==> src/hdl/lkbt_pkg.sv <==
package lkbt_pkg;

    // Default sizes of the grid axes and of the layer stack
    localparam int VAR_POINTS_DEF  = 64;
    localparam int CORR_POINTS_DEF = 64;
    localparam int MAX_LAYERS_DEF  = 16;

    // Kernel grid store: fixed by the 12-bit table index
    localparam int GRID_DEPTH = 4096;
    localparam int GRID_AW    = 12;

    // One iteration per quotient bit of (cov << 16) / var
    localparam int DIV_STEPS = 48;
    localparam int DIV_CNT_W = 6;

    typedef enum logic [1:0] {
        CMD_LOAD_GRID = 2'd0,
        CMD_LOAD_VAR  = 2'd1,
        CMD_BASELINE  = 2'd2,
        CMD_SAMPLE    = 2'd3
    } t_command;

    typedef enum logic [2:0] {
        CFG_LAYER_COUNT     = 3'd0,
        CFG_WEIGHT_VARIANCE = 3'd1,
        CFG_BIAS_VARIANCE   = 3'd2,
        CFG_VAR_ORIGIN      = 3'd3,
        CFG_VAR_INV_STEP    = 3'd4,
        CFG_CORR_ORIGIN     = 3'd5,
        CFG_CORR_INV_STEP   = 3'd6
    } t_cfg_idx;

    typedef enum logic [3:0] {
        OP_NONE     = 4'd0,
        OP_CAPTURE  = 4'd1,
        OP_MULW     = 4'd2,
        OP_ADDW     = 4'd3,
        OP_DIV_INIT = 4'd4,
        OP_DIV_STEP = 4'd5,
        OP_DIV_END  = 4'd6,
        OP_XMUL     = 4'd7,
        OP_XPOS     = 4'd8,
        OP_YMUL     = 4'd9,
        OP_YPOS     = 4'd10,
        OP_WMUL     = 4'd11,
        OP_GMUL     = 4'd12,
        OP_ACC      = 4'd13,
        OP_INTERP   = 4'd14,
        OP_OUT      = 4'd15
    } t_op;

    typedef struct packed {
        t_op        op;
        logic [1:0] corner;
    } t_dp_ctl;

    typedef struct packed {
        logic       out_full;
        logic [4:0] layer_count;
    } t_dp_sts;

endpackage

==> src/hdl/lkbt_ctrl.sv <==
module lkbt_ctrl #(
    parameter int MAX_LAYERS = lkbt_pkg::MAX_LAYERS_DEF,
    parameter int LW         = (MAX_LAYERS > 1) ? $clog2(MAX_LAYERS) : 1
) (
    input  logic               i_clk,
    input  logic               i_rst_n,
    input  logic               i_in_valid,
    input  logic [1:0]         i_command,
    output logic               o_in_ready,
    input  lkbt_pkg::t_dp_sts  i_sts,
    output lkbt_pkg::t_dp_ctl  o_ctl,
    output logic [LW-1:0]      o_layer_idx
);

    localparam int LCW = $clog2(MAX_LAYERS + 1);

    typedef enum logic [15:0] {
        S_IDLE   = 16'h0001,
        S_MULW   = 16'h0002,
        S_ADDW   = 16'h0004,
        S_LCHK   = 16'h0008,
        S_DINIT  = 16'h0010,
        S_DSTEP  = 16'h0020,
        S_DEND   = 16'h0040,
        S_XMUL   = 16'h0080,
        S_XPOS   = 16'h0100,
        S_YMUL   = 16'h0200,
        S_YPOS   = 16'h0400,
        S_WMUL   = 16'h0800,
        S_GMUL   = 16'h1000,
        S_ACC    = 16'h2000,
        S_INTERP = 16'h4000,
        S_OUT    = 16'h8000
    } t_state;

    t_state                        r_state, n_state;
    logic [LCW-1:0]                r_layer, n_layer;
    logic [lkbt_pkg::DIV_CNT_W-1:0] r_step, n_step;
    logic [1:0]                    r_corner, n_corner;
    logic [LCW-1:0]                layer_lim;

    assign layer_lim = (32'(i_sts.layer_count) >= 32'(MAX_LAYERS)) ?
                       LCW'(MAX_LAYERS) : LCW'(i_sts.layer_count);

    always_comb begin
        n_state      = r_state;
        n_layer      = r_layer;
        n_step       = r_step;
        n_corner     = r_corner;
        o_ctl.op     = lkbt_pkg::OP_NONE;
        o_ctl.corner = r_corner;
        unique case (r_state)
            S_IDLE: begin
                if (i_in_valid) begin
                    o_ctl.op = lkbt_pkg::OP_CAPTURE;
                    n_layer  = '0;
                    if (i_command == lkbt_pkg::CMD_SAMPLE) begin
                        n_state = S_MULW;
                    end else if (i_command == lkbt_pkg::CMD_BASELINE) begin
                        n_state = S_LCHK;
                    end
                end
            end
            S_MULW: begin
                o_ctl.op = lkbt_pkg::OP_MULW;
                n_state  = S_ADDW;
            end
            S_ADDW: begin
                o_ctl.op = lkbt_pkg::OP_ADDW;
                n_state  = S_LCHK;
            end
            S_LCHK: begin
                n_state = (r_layer == layer_lim) ? S_OUT : S_DINIT;
            end
            S_DINIT: begin
                o_ctl.op = lkbt_pkg::OP_DIV_INIT;
                n_step   = '0;
                n_state  = S_DSTEP;
            end
            S_DSTEP: begin
                o_ctl.op = lkbt_pkg::OP_DIV_STEP;
                n_step   = r_step + 1'b1;
                if (r_step == lkbt_pkg::DIV_CNT_W'(lkbt_pkg::DIV_STEPS - 1)) begin
                    n_state = S_DEND;
                end
            end
            S_DEND: begin
                o_ctl.op = lkbt_pkg::OP_DIV_END;
                n_state  = S_XMUL;
            end
            S_XMUL: begin
                o_ctl.op = lkbt_pkg::OP_XMUL;
                n_state  = S_XPOS;
            end
            S_XPOS: begin
                o_ctl.op = lkbt_pkg::OP_XPOS;
                n_state  = S_YMUL;
            end
            S_YMUL: begin
                o_ctl.op = lkbt_pkg::OP_YMUL;
                n_state  = S_YPOS;
            end
            S_YPOS: begin
                o_ctl.op = lkbt_pkg::OP_YPOS;
                n_corner = '0;
                n_state  = S_WMUL;
            end
            S_WMUL: begin
                o_ctl.op = lkbt_pkg::OP_WMUL;
                n_state  = S_GMUL;
            end
            S_GMUL: begin
                o_ctl.op = lkbt_pkg::OP_GMUL;
                n_state  = S_ACC;
            end
            S_ACC: begin
                o_ctl.op = lkbt_pkg::OP_ACC;
                if (r_corner == 2'd3) begin
                    n_state = S_INTERP;
                end else begin
                    n_corner = r_corner + 1'b1;
                    n_state  = S_WMUL;
                end
            end
            S_INTERP: begin
                o_ctl.op = lkbt_pkg::OP_INTERP;
                n_layer  = r_layer + 1'b1;
                n_state  = S_MULW;
            end
            S_OUT: begin
                if (!i_sts.out_full) begin
                    o_ctl.op = lkbt_pkg::OP_OUT;
                    n_state  = S_IDLE;
                end
            end
            default: begin
                n_state = S_IDLE;
            end
        endcase
    end

    always_ff @(posedge i_clk) begin
        if (!i_rst_n) begin
            r_state  <= S_IDLE;
            r_layer  <= '0;
            r_step   <= '0;
            r_corner <= '0;
        end else begin
            r_state  <= n_state;
            r_layer  <= n_layer;
            r_step   <= n_step;
            r_corner <= n_corner;
        end
    end

    assign o_in_ready  = (r_state == S_IDLE);
    assign o_layer_idx = r_layer[LW-1:0];

endmodule

==> config.mk <==
export PLATFORM = sky130hd
export DESIGN_NAME = lkbt_ctrl
export DESIGN_NICKNAME = d
export VERILOG_FILES = /design/src/hdl/lkbt_pkg.sv /design/src/hdl/lkbt_ctrl.sv
export SDC_FILE = /design/constraint.sdc
export NUM_CORES = 1
export LEC_CHECK = 0
export BUFFER_PORTS_ARGS = -buffer_cell sky130_fd_sc_hd__buf_2
export CAP_MARGIN = 0
export CORE_UTILIZATION = 50
export CTS_CLUSTER_DIAMETER = 80
export CTS_CLUSTER_SIZE = 20
export DETAILED_ROUTE_END_ITERATION = 10
export GPL_TIMING_DRIVEN = 0
export HOLD_SLACK_MARGIN = 0.05
export PLACE_DENSITY = 0.7
export SYNTH_ARGS = -nofsm -noshare
export SYNTH_HDL_FRONTEND = slang
export SYNTH_SLANG_ARGS = --single-unit
==> constraint.sdc <==
create_clock -name i_clk -period 2.2 [get_ports i_clk]
set_input_delay 0.33 -clock i_clk [delete_from_list [all_inputs] [get_ports i_clk]]
set_output_delay 0.33 -clock i_clk [all_outputs]
set_load 0.05 [all_outputs]
==> metrics, run 1 <==
GRT Total Usage 0.270; top_reg_cell synth dfxtp_1; Worst EP required 1.87 ns; Area Growth Syn to Fin 29.3%; Rel. slew slack 0.709; Die X 64.1 µm; fmax 383 MHz; Seq/Total Area, Yosys 0.301; Fin. Hold Viols 0; grt ovf 0; number of synthesized register bits 29; via count ~2000; Period Utilization, post-route 1.19; Chip Height roughly 64 µm; RSZ-0062 raised after global routing true; nets 286; placer congestion estimate 0.874; Clk Latency, worst-skew pair 0.29 ns; share of synthesized flip-flops with an asynchronous set or reset 0; worst slew pin tran 0.436 ns; WS Path Type reg -> out; clk sink count 29; Max Cap Viol 0; Row Count 22; total power around 1.9 mW; initial DRC count 246; most frequent cells in the layout 27 x buf_4, 20 x nor2_1, 18 x nand2_1, 17 x buf_2, 16 x dfxtp_1; share of cells above drive strength 1 0.359; Worst R2R Setup Slack 0.11 ns; Post-Route WL 5170 µm; most common cell after layout, fill and taps aside buf_4; Arrival @ worst endpoint 2.28 ns; min Tclk post-route ~2.6 ns; Ports 22; CTS tree yes; pwr dens approximately 760 nW/µm²; Post-Syn Nets 243; # setup viols final 5; Worst Hold Class in -> reg; vias in the first global route 1803; filler instances about 320; synth unique cells between 50 and 60; RR Endpoint r_layer[3]; worst setup margin -0.414 ns; detailed placement HPWL around 3200 µm; outcome complete, but fails checks; Setup TNS Final -1.11 ns; H-tree Lvls 2; hold path depth 3; Hold Crit Start i_command[0]; sink of the worst hold path r_state[1]; fin. max-slew vios 0; Remaining DRCs 0; Avg Inst Size Synth 8.42 µm²; R2R cell count 7; failing checks setup timing; leakage 1.00 nW; reg2reg start r_state[9]; CORE AREA 3690 µm²; Reg clk slew, reported paths 0.07 ns; root buffer cell clkbuf_8; worst-path fanout max 5; via-per-instance ratio 6.08; worst IR drop on VDD 0.429 mV; crit path launch type register; CTS max path bufs 2; total CTS buffers 5; Post-Synthesis Cell Area 1930 µm²; Post-synth EDFFs 0; clk_skew 0.00590 ns; first-pass GRT wire length 8570 µm; drt first pass iters 4; DP Worst Slack -0.385 ns; Die ar. 4110 µm²; Detail Route Antenna Nets 0; yosys warns 0; largest net degree at the start of global routing 11; PortBufs 21; antenna violations before repair 0; critical path endpoint category output port; Initial Utilization 0.523; WL/cell between 15 and 20 µm; Cells after Synth 229; diode count 0
layout make-up:
class	instances	area (µm²)	area share
Multi-Input combinational cell	179	1340	0.538
Inverter	4	15.0	0.00602
Buffer	9	57.6	0.0231
Clock buffer	6	72.6	0.0291
Timing Repair Buffer	44	317	0.127
Tap cell	48	60.1	0.0241
Sequential cell	29	619	0.248
Clock inverter	2	10.0	0.00402
logic make-up after synthesis:
logic type / Yosys count / synth area share
and+or+nand+nor: 113 / 0.383
muxes: 1 / 0.00519
DFF: 29 / 0.301
adders and majority gates: 3 / 0.0195
AOI/OAI and AO/OA: 50 / 0.184
xor gates and xnor gates: 12 / 0.0545
buffers and inverters: 21 / 0.0532
per-stage QoR:
stage | hold WS [ns] | cell area [µm²] | cells | util
floorplan | 0.474 | 1930 | 229 | -
global placement | 0.499 | 2100 | 298 | 0.569
detailed placement | 0.501 | 2100 | 298 | 0.569
CTS | 0.308 | 2460 | 319 | 0.666
global route | 0.318 | 2490 | 321 | 0.676
finish | 0.308 | 2490 | 321 | 0.676
state kept, by name, summed over array words and instances, names as in the netlist:
name      cells
r_layer       5
r_state      16
r_step        6
r_corner      2
cell usage after synthesis, drive strengths merged (2+ instances only):
cell type  instances  area share
xor2               8       0.036
dfxtp             29        0.30
o21a               5       0.019
o22a               2      0.0091
ha                 3       0.019
nor4bb             2       0.010
a21oi              6       0.016
a21boi             6       0.023
buf               11       0.034
and3               5       0.016
o21ai             11       0.029
xnor2              4       0.018
inv                4      0.0078
or3                4       0.013
nand2b             2      0.0065
o211ai             2      0.0078
a21o               2      0.0078
nor3               8       0.021
nand4              7       0.023
nor3b              3       0.012
nand2             20       0.040
or3b               4       0.018
nand3              8       0.023
nand4b             2      0.0091
o21bai             2      0.0078
or4                4       0.019
nor4               9       0.062
clkbuf             6       0.012
nor2              22       0.043
nand3b             2      0.0078
nor4b              4       0.026
or4b               5       0.026
layer usage:
metal / track usage / wire length (µm)
met5: 0 / 0
met4: 0.131 / 140
met3: 0.0643 / 281
met2: 0.418 / 2490
met1: 0.352 / 2260
timing repair:
action,4_1_cts,5_1_grt
resized for setup,50,5
endpoints found under the setup margin,5,5
gates cloned,0,0
hold buffers,0,0
pin swaps,13,5
setup buffers,21,3
endpoints found under the hold margin,0,0
worst max-delay path by stage:
| stage | from | to | cells after the start |
|---|---|---|---|
| floorplan | r_state[10] | o_ctl[2] | 6 |
| global placement | r_state[14] | o_ctl[2] | 7 |
| detailed placement | r_state[14] | o_ctl[2] | 7 |
| CTS | r_state[3] | o_ctl[2] | 6 |
| global route | r_state[1] | o_ctl[2] | 6 |
| finish | r_state[1] | o_ctl[2] | 6 |
power breakdown:
part / internal (mW) / switching, mW
sequential: 0.549 / 0.0467
combinational: 0.383 / 0.472
clock: 0.219 / 0.215
worst max-delay path: stages, from the launching register on:
cell and delay, ns:
dfxtp_4 0.37, nor4_4 0.38, nand3_1 0.16, or3_4 0.36, or3b_4 0.41, nand4b_1 0.14
buf_6 0.18
(Power assumes the default switching activity.)
==> inputs of run 2 (changes only) <==
--- a/config.mk
+++ b/config.mk
@@ -14,6 +14,7 @@
 export GPL_TIMING_DRIVEN = 0
 export HOLD_SLACK_MARGIN = 0.05
 export PLACE_DENSITY = 0.7
+export SKIP_LAST_GASP = 1
 export SYNTH_ARGS = -nofsm -noshare
 export SYNTH_HDL_FRONTEND = slang
 export SYNTH_SLANG_ARGS = --single-unit
==> metrics, run 2 (synthesis gave the netlist of run 1 again) <==
Post-Route WL 5080 µm (-1.6%); CTS tree yes; WS Path Type reg -> out; Worst R2R Setup Slack 0.02 ns (-0.09 ns); critical-path cell list nor4_4 -> nand3_1 -> or3_4 -> or3b_4 -> nand4b_1 -> buf_6; combinational power share 0.450 (-0.004); Chip Height 64.1 µm (unchanged); switch share 0.388 (-0.00141); H-tree Lvls 2 (unchanged); most frequent cells in the layout 29 x buf_4, 20 x nor2_1, 18 x nand2_1, 17 x buf_2, 16 x dfxtp_1; detailed placement HPWL 3200 µm (unchanged); slowest CP cell or3b_4; critical path endpoint category output port; worst IR drop on VDD 0.409 mV (-4.5%); first-pass GRT wire length 8570 µm (unchanged); Reg clk slew, reported paths 0.07 ns (about the same); Initial Utilization 0.523 (unchanged); Top Registers r_state x16, r_step x6, r_layer x5; worst-path fanout max 5 (unchanged); fin. max-slew vios 0 (unchanged); CORE AREA 3690 µm² (unchanged); total CTS buffers 5 (unchanged); WL/cell 15.8 µm (-1.6%); leakage 1.00 nW (-0.31%); Worst EP required 1.87 ns (about the same); min Tclk post-route 2.61 ns (-0.00384 ns); outcome complete, but fails checks; Clk Latency, worst-skew pair 0.29 ns (about the same); largest net degree at the start of global routing 11 (unchanged); sink of the worst hold path r_state[1]; Period Utilization, post-route 1.19 (-0.00175); placer congestion estimate 0.874 (unchanged); max FFs per register 16 (unchanged); failing checks setup timing; max incr delay on CP 0.41 ns (about the same); total power 1.87 mW (-0.74%); nets 286 (unchanged); P_sw 726 µW (-1.1%); Ports 22 (unchanged); root buffer cell clkbuf_8; fmax 383 MHz (+0.15%); cts hold-fix bufs 0 (unchanged); clk sink count 29 (unchanged); pwr dens 757 nW/µm² (+0.17%); worst setup margin -0.410 ns (+0.00384 ns); grt ovf 0 (unchanged); worst slew pin tran 0.462 ns (+0.0259 ns); RSZ-0062 raised after global routing true; drt first pass iters 4 (unchanged); CTS max path bufs 2 (unchanged); most common cell after layout, fill and taps aside buf_4; via-per-instance ratio 6.06 (-0.36%); GRT Total Usage 0.270 (unchanged); hold path depth 3 (unchanged); Power Internal 1.14 mW (-0.51%); Fin. Hold Viols 0 (unchanged); Row Count 22 (unchanged); Arrival @ worst endpoint 2.28 ns (about the same); # setup viols final 5 (unchanged); Largest Register r_state; Setup TNS Final -1.17 ns (-0.0539 ns); PortBufs 21 (unchanged); via count 1944 (-0.36%); Rel. slew slack 0.689 (-0.0198); Die ar. 4110 µm² (unchanged); Remaining DRCs 0 (unchanged); Max Cap Viol 0 (unchanged); initial DRC count 243 (-1.2%); vias in the first global route 1803 (unchanged); RR Endpoint r_layer[3]; Hold Crit Start i_command[0]; clk_skew 0.00597 ns (+0.0000710 ns); reg2reg start r_state[9]; Clock Power Share 0.232 (+0.002); Area Growth Syn to Fin 28.1%; R2R cell count 7 (unchanged); Die X 64.1 µm (unchanged); diode count 0 (unchanged); Detail Route Antenna Nets 0 (unchanged); share of cells above drive strength 1 0.359 (unchanged); antenna violations before repair 0 (unchanged); DP Worst Slack -0.385 ns (unchanged); Worst Hold Class in -> reg; crit path launch type register; Seq pwr share 0.318 (+0.002)
[run 2: metal layers]
layer / vias to the layer above / track usage / routed length, µm
li1: 940 / - / -
met1: 931 / 0.352 / 2250
met2: 56 / 0.418 / 2460
met3: 17 / 0.0643 / 235
met4: 0 / 0.131 / 141
met5: - / 0 / 0
[run 2: layout make-up]
| class | count | area (µm²) |
|---|---|---|
| plain buffers | 9 | 57.6 |
| fillers | 327 | 1220 |
| well taps | 48 | 60.1 |
| repair buffers | 44 | 305 |
| clock buffers | 6 | 72.6 |
| multi-input cells | 179 | 1330 |
| flip-flops and latches | 29 | 617 |
| clock inverters | 2 | 10.0 |
| inverters | 4 | 15.0 |
[run 2: how the worst max path moves through the flow]
stage,start,end,slack [ns],cells after the start
6_report,r_state[1],o_ctl[2],-0.41,6
5_1_grt,r_state[1],o_ctl[2],-0.43,6
4_1_cts,r_state[3],o_ctl[2],-0.35,6
3_5_place_dp,r_state[14],o_ctl[2],-0.39,7
3_3_place_gp,r_state[14],o_ctl[2],-0.39,7
2_1_floorplan,r_state[10],o_ctl[2],-0.57,6
[run 2: power by group through the flow]
stage | clock [mW] | combinational [mW] | sequential [mW]
3_3_place_gp | 0 | 0.629 | 0.589
2_1_floorplan | 0 | 0.500 | 0.582
4_1_cts | 0.439 | 0.834 | 0.591
5_1_grt | 0.464 | 0.897 | 0.597
6_report | 0.434 | 0.841 | 0.595
3_5_place_dp | 0 | 0.633 | 0.591
[run 2: stage by stage]
step	instance area (µm²)	utilization	cells	hold WS, ns
floorplan	1930	-	229	0.474
finish	2470	0.670	321	0.308
global placement	2100	0.569	298	0.499
detailed placement	2100	0.569	298	0.501
global route	2470	0.670	321	0.318
CTS	2450	0.664	319	0.308
[run 2: critical path: cells and delay by family, from the launching register on]
kind	cells	cell delay (ns)
buffers and inverters	1	0.18
AND/OR/NAND/NOR	5	1.44
flip-flops	1	0.37
[run 2: repair_timing]
action,CTS,global route
gates resized for setup,48,2
setup endpoints to repair,5,5
buffers inserted,21,3
pin swaps,13,5
==> inputs of run 3 (changes only) <==
--- a/config.mk
+++ b/config.mk
@@ -5,6 +5,7 @@
 export SDC_FILE = /design/constraint.sdc
 export NUM_CORES = 1
 export LEC_CHECK = 0
+export ABC_AREA = 1
 export BUFFER_PORTS_ARGS = -buffer_cell sky130_fd_sc_hd__buf_2
 export CAP_MARGIN = 0
 export CORE_UTILIZATION = 50
==> metrics, run 3 <==
Worst Hold Class in -> reg; detailed placement HPWL 2980 µm (-6.9%); outcome finished, final reports clean; WS Path Type reg -> out; Seq/Total Area, Yosys 0.334 (+0.0327); Hold Crit Start i_rst_n; number of synthesized register bits 29 (unchanged); drt first pass iters 4 (unchanged); # setup viols final 0 (-5); fin. max-slew vios 0 (unchanged); Top Registers r_state x16, r_step x6, r_layer x5; leakage 0.977 nW (-2.5%); Initial Utilization 0.521 (-0.00154); Rel. slew slack 0.639 (-0.0499); reg2reg start r_state[8]; Levels on crit path 8 (+2); largest cells by area after synthesis dfxtp_1 33%, nand2_1 13%, nor2_1 8.4%; share of cells above drive strength 1 0.240 (-0.119); dpl cells 330 (+11%); Post-synth EDFFs 0 (unchanged); Row Count 21 (-4.5%); share of synthesized flip-flops with an asynchronous set or reset 0 (unchanged); slowest CP cell dfxtp_2; nets 306 (+7.0%); fmax 468 MHz (+22%); via-per-instance ratio 5.16 (-15%); CTS max path bufs 2 (unchanged); grt ovf 0 (unchanged); synth unique cells 27 (-54%); antenna violations before repair 0 (unchanged); yosys warns 0 (unchanged); worst-path fanout max 9 (+4); Remaining DRCs 0 (unchanged); Post-Syn Nets 277 (+14%); worst slew pin tran 0.541 ns (+0.0786 ns); PortBufs 21 (unchanged); critical-path cell list nor2_4 -> nand2_4 -> nor2_4 -> buf_6 -> nand2_1 -> nand4_1 -> or2_1 -> buf_6; top_reg_cell synth dfxtp_1; Yosys top cell area share 0.334 (+0.0327); CTS tree yes; cell family with most CP delay simple AND/OR/NAND/NOR gates; first-pass GRT wire length 6420 µm (-25%); Synth area leader dfxtp_1; Largest Register r_state; hold path depth 3 (unchanged); Period Utilization, post-route 0.972 (-0.214); Post-Route WL 4020 µm (-21%); total CTS buffers 5 (unchanged); most frequent cells in the layout 56 x nand2_1, 38 x nor2_1, 26 x nand3_1, 24 x dfxtp_1, 21 x inv_1; sink of the worst hold path r_state[5]; vias in the first global route 1444 (-20%); critical path endpoint category output port; WL/cell 11.9 µm (-25%); Setup TNS Final 0 ns (+1.17 ns); via count 1745 (-10%); filler instances 353 (+8.0%); Area Growth Syn to Fin 19.9%; root buffer cell clkbuf_4; Worst EP required 1.87 ns (about the same); Clk Latency, worst-skew pair 0.34 ns (+0.05 ns); Fin. Hold Viols 0 (unchanged); RR Endpoint r_state[0]; Die X 61.0 µm (-4.9%); Ports 22 (unchanged); Chip Height 61.0 µm (-4.9%); Reg clk slew, reported paths 0.10 ns (+0.03 ns); Arrival @ worst endpoint 1.81 ns (-0.47 ns); Post-Synthesis Cell Area 1740 µm² (-9.8%); Cells after Synth 263 (+15%); crit path launch type register; max FFs per register 16 (unchanged); critical path buffer and inverter count 2 (+1); fin area 2080 µm² (-16%); initial DRC count 114 (-53%); max incr delay on CP 0.36 ns (-0.05 ns); clk_skew 0.0165 ns (+0.0105 ns); min Tclk post-route 2.14 ns (-0.471 ns); pwr dens 784 nW/µm² (+3.5%); clk sink count 29 (unchanged); CORE AREA 3340 µm² (-9.5%); R2R cell count 10 (+3); worst IR drop on VDD 0.713 mV (+74%); Avg Inst Size Synth 6.61 µm² (-21%); Detail Route Antenna Nets 0 (unchanged); most common cell after layout, fill and taps aside nand2_1; top cells by count, synth 58 x nand2_1, 39 x nor2_1, 29 x dfxtp_1; diode count 0 (unchanged); H-tree Lvls 2 (unchanged); most frequent cell after synthesis nand2_1; placer congestion estimate 0.817 (-6.5%); Worst R2R Setup Slack 0.55 ns (+0.53 ns); Die ar. 3720 µm² (-9.5%); largest net degree at the start of global routing 11 (unchanged); Max Cap Viol 0 (unchanged); GRT Total Usage 0.240 (-0.0302); Post-Layout Cell Count 338 (+5.3%); Placed Area 1900 µm² (-9.4%)
run 3: changes by cell type after synthesis, sizes merged, moves of 7 or more:
cell,delta
nor2,+29
nor4,-7
a21oi,+10
inv,+20
nand2,+43
nand3,+21
run 3: cell families after synthesis:
group,count (synthesis),share of synthesized area
buf+inv,33,0.0907
simple gates,163,0.437
fa+ha+maj,3,0.0216
flops,29,0.334
xor+xnor,3,0.0151
compound gates,32,0.102
run 3: tightest hold or removal path, cell delays in order:
cell     delay (ns)
buf_2          0.14
nand2_1        0.08
nor2_1         0.04
run 3: layer usage:
metal / global-route usage / vias up / part of all wire
met3: 0.0640 / 6 / 0.030
met2: 0.356 / 27 / 0.47
met1: 0.337 / 795 / 0.49
li1: - / 917 / -
met5: 0 / - / 0
met4: 0.0779 / 0 / 0.010
run 3: layout make-up:
type / instances / area [µm²] / share of cell area
Tap cell: 46 / 57.6 / 0.0276
Sequential cell: 29 / 587 / 0.282
Buffer: 9 / 71.3 / 0.0342
Clock buffer: 7 / 55.1 / 0.0264
Inverter: 24 / 90.1 / 0.0432
Timing Repair Buffer: 22 / 138 / 0.0660
Multi-Input combinational cell: 201 / 1090 / 0.521
run 3: power breakdown:
part	switching [mW]	internal (mW)
clock network	0.185	0.151
registers	0.0329	0.558
logic	0.494	0.213
run 3: metrics by stage:
stage           util  hold WS (ns)  total power, mW  setup slack [ns]
6_report       0.625         0.281             1.63            0.0610
5_1_grt        0.625         0.267             1.74           -0.0342
4_1_cts        0.592         0.273             1.54           -0.0471
3_5_place_dp   0.570         0.485             1.19             0.214
3_3_place_gp   0.570         0.452             1.19             0.227
2_1_floorplan      -         0.441             1.06            0.0658
run 3: how the worst max path moves through the flow:
stage / startpoint / end / slack (ns)
global route: r_state[8] / o_ctl[3] / -0.03
finish: r_state[8] / o_ctl[3] / 0.06
CTS: r_state[6] / o_ctl[3] / -0.05
global placement: r_state[8] / o_ctl[3] / 0.23
floorplan: r_state[4] / o_ctl[2] / 0.07
detailed placement: r_state[8] / o_ctl[3] / 0.21
run 3: repair_timing:
item	4_1_cts	5_1_grt
hold buffers	0	0
pin swaps	0	2
resized for setup	7	28
hold endpoints to repair	0	0
buffers inserted	0	1
endpoints found under the setup margin	4	5
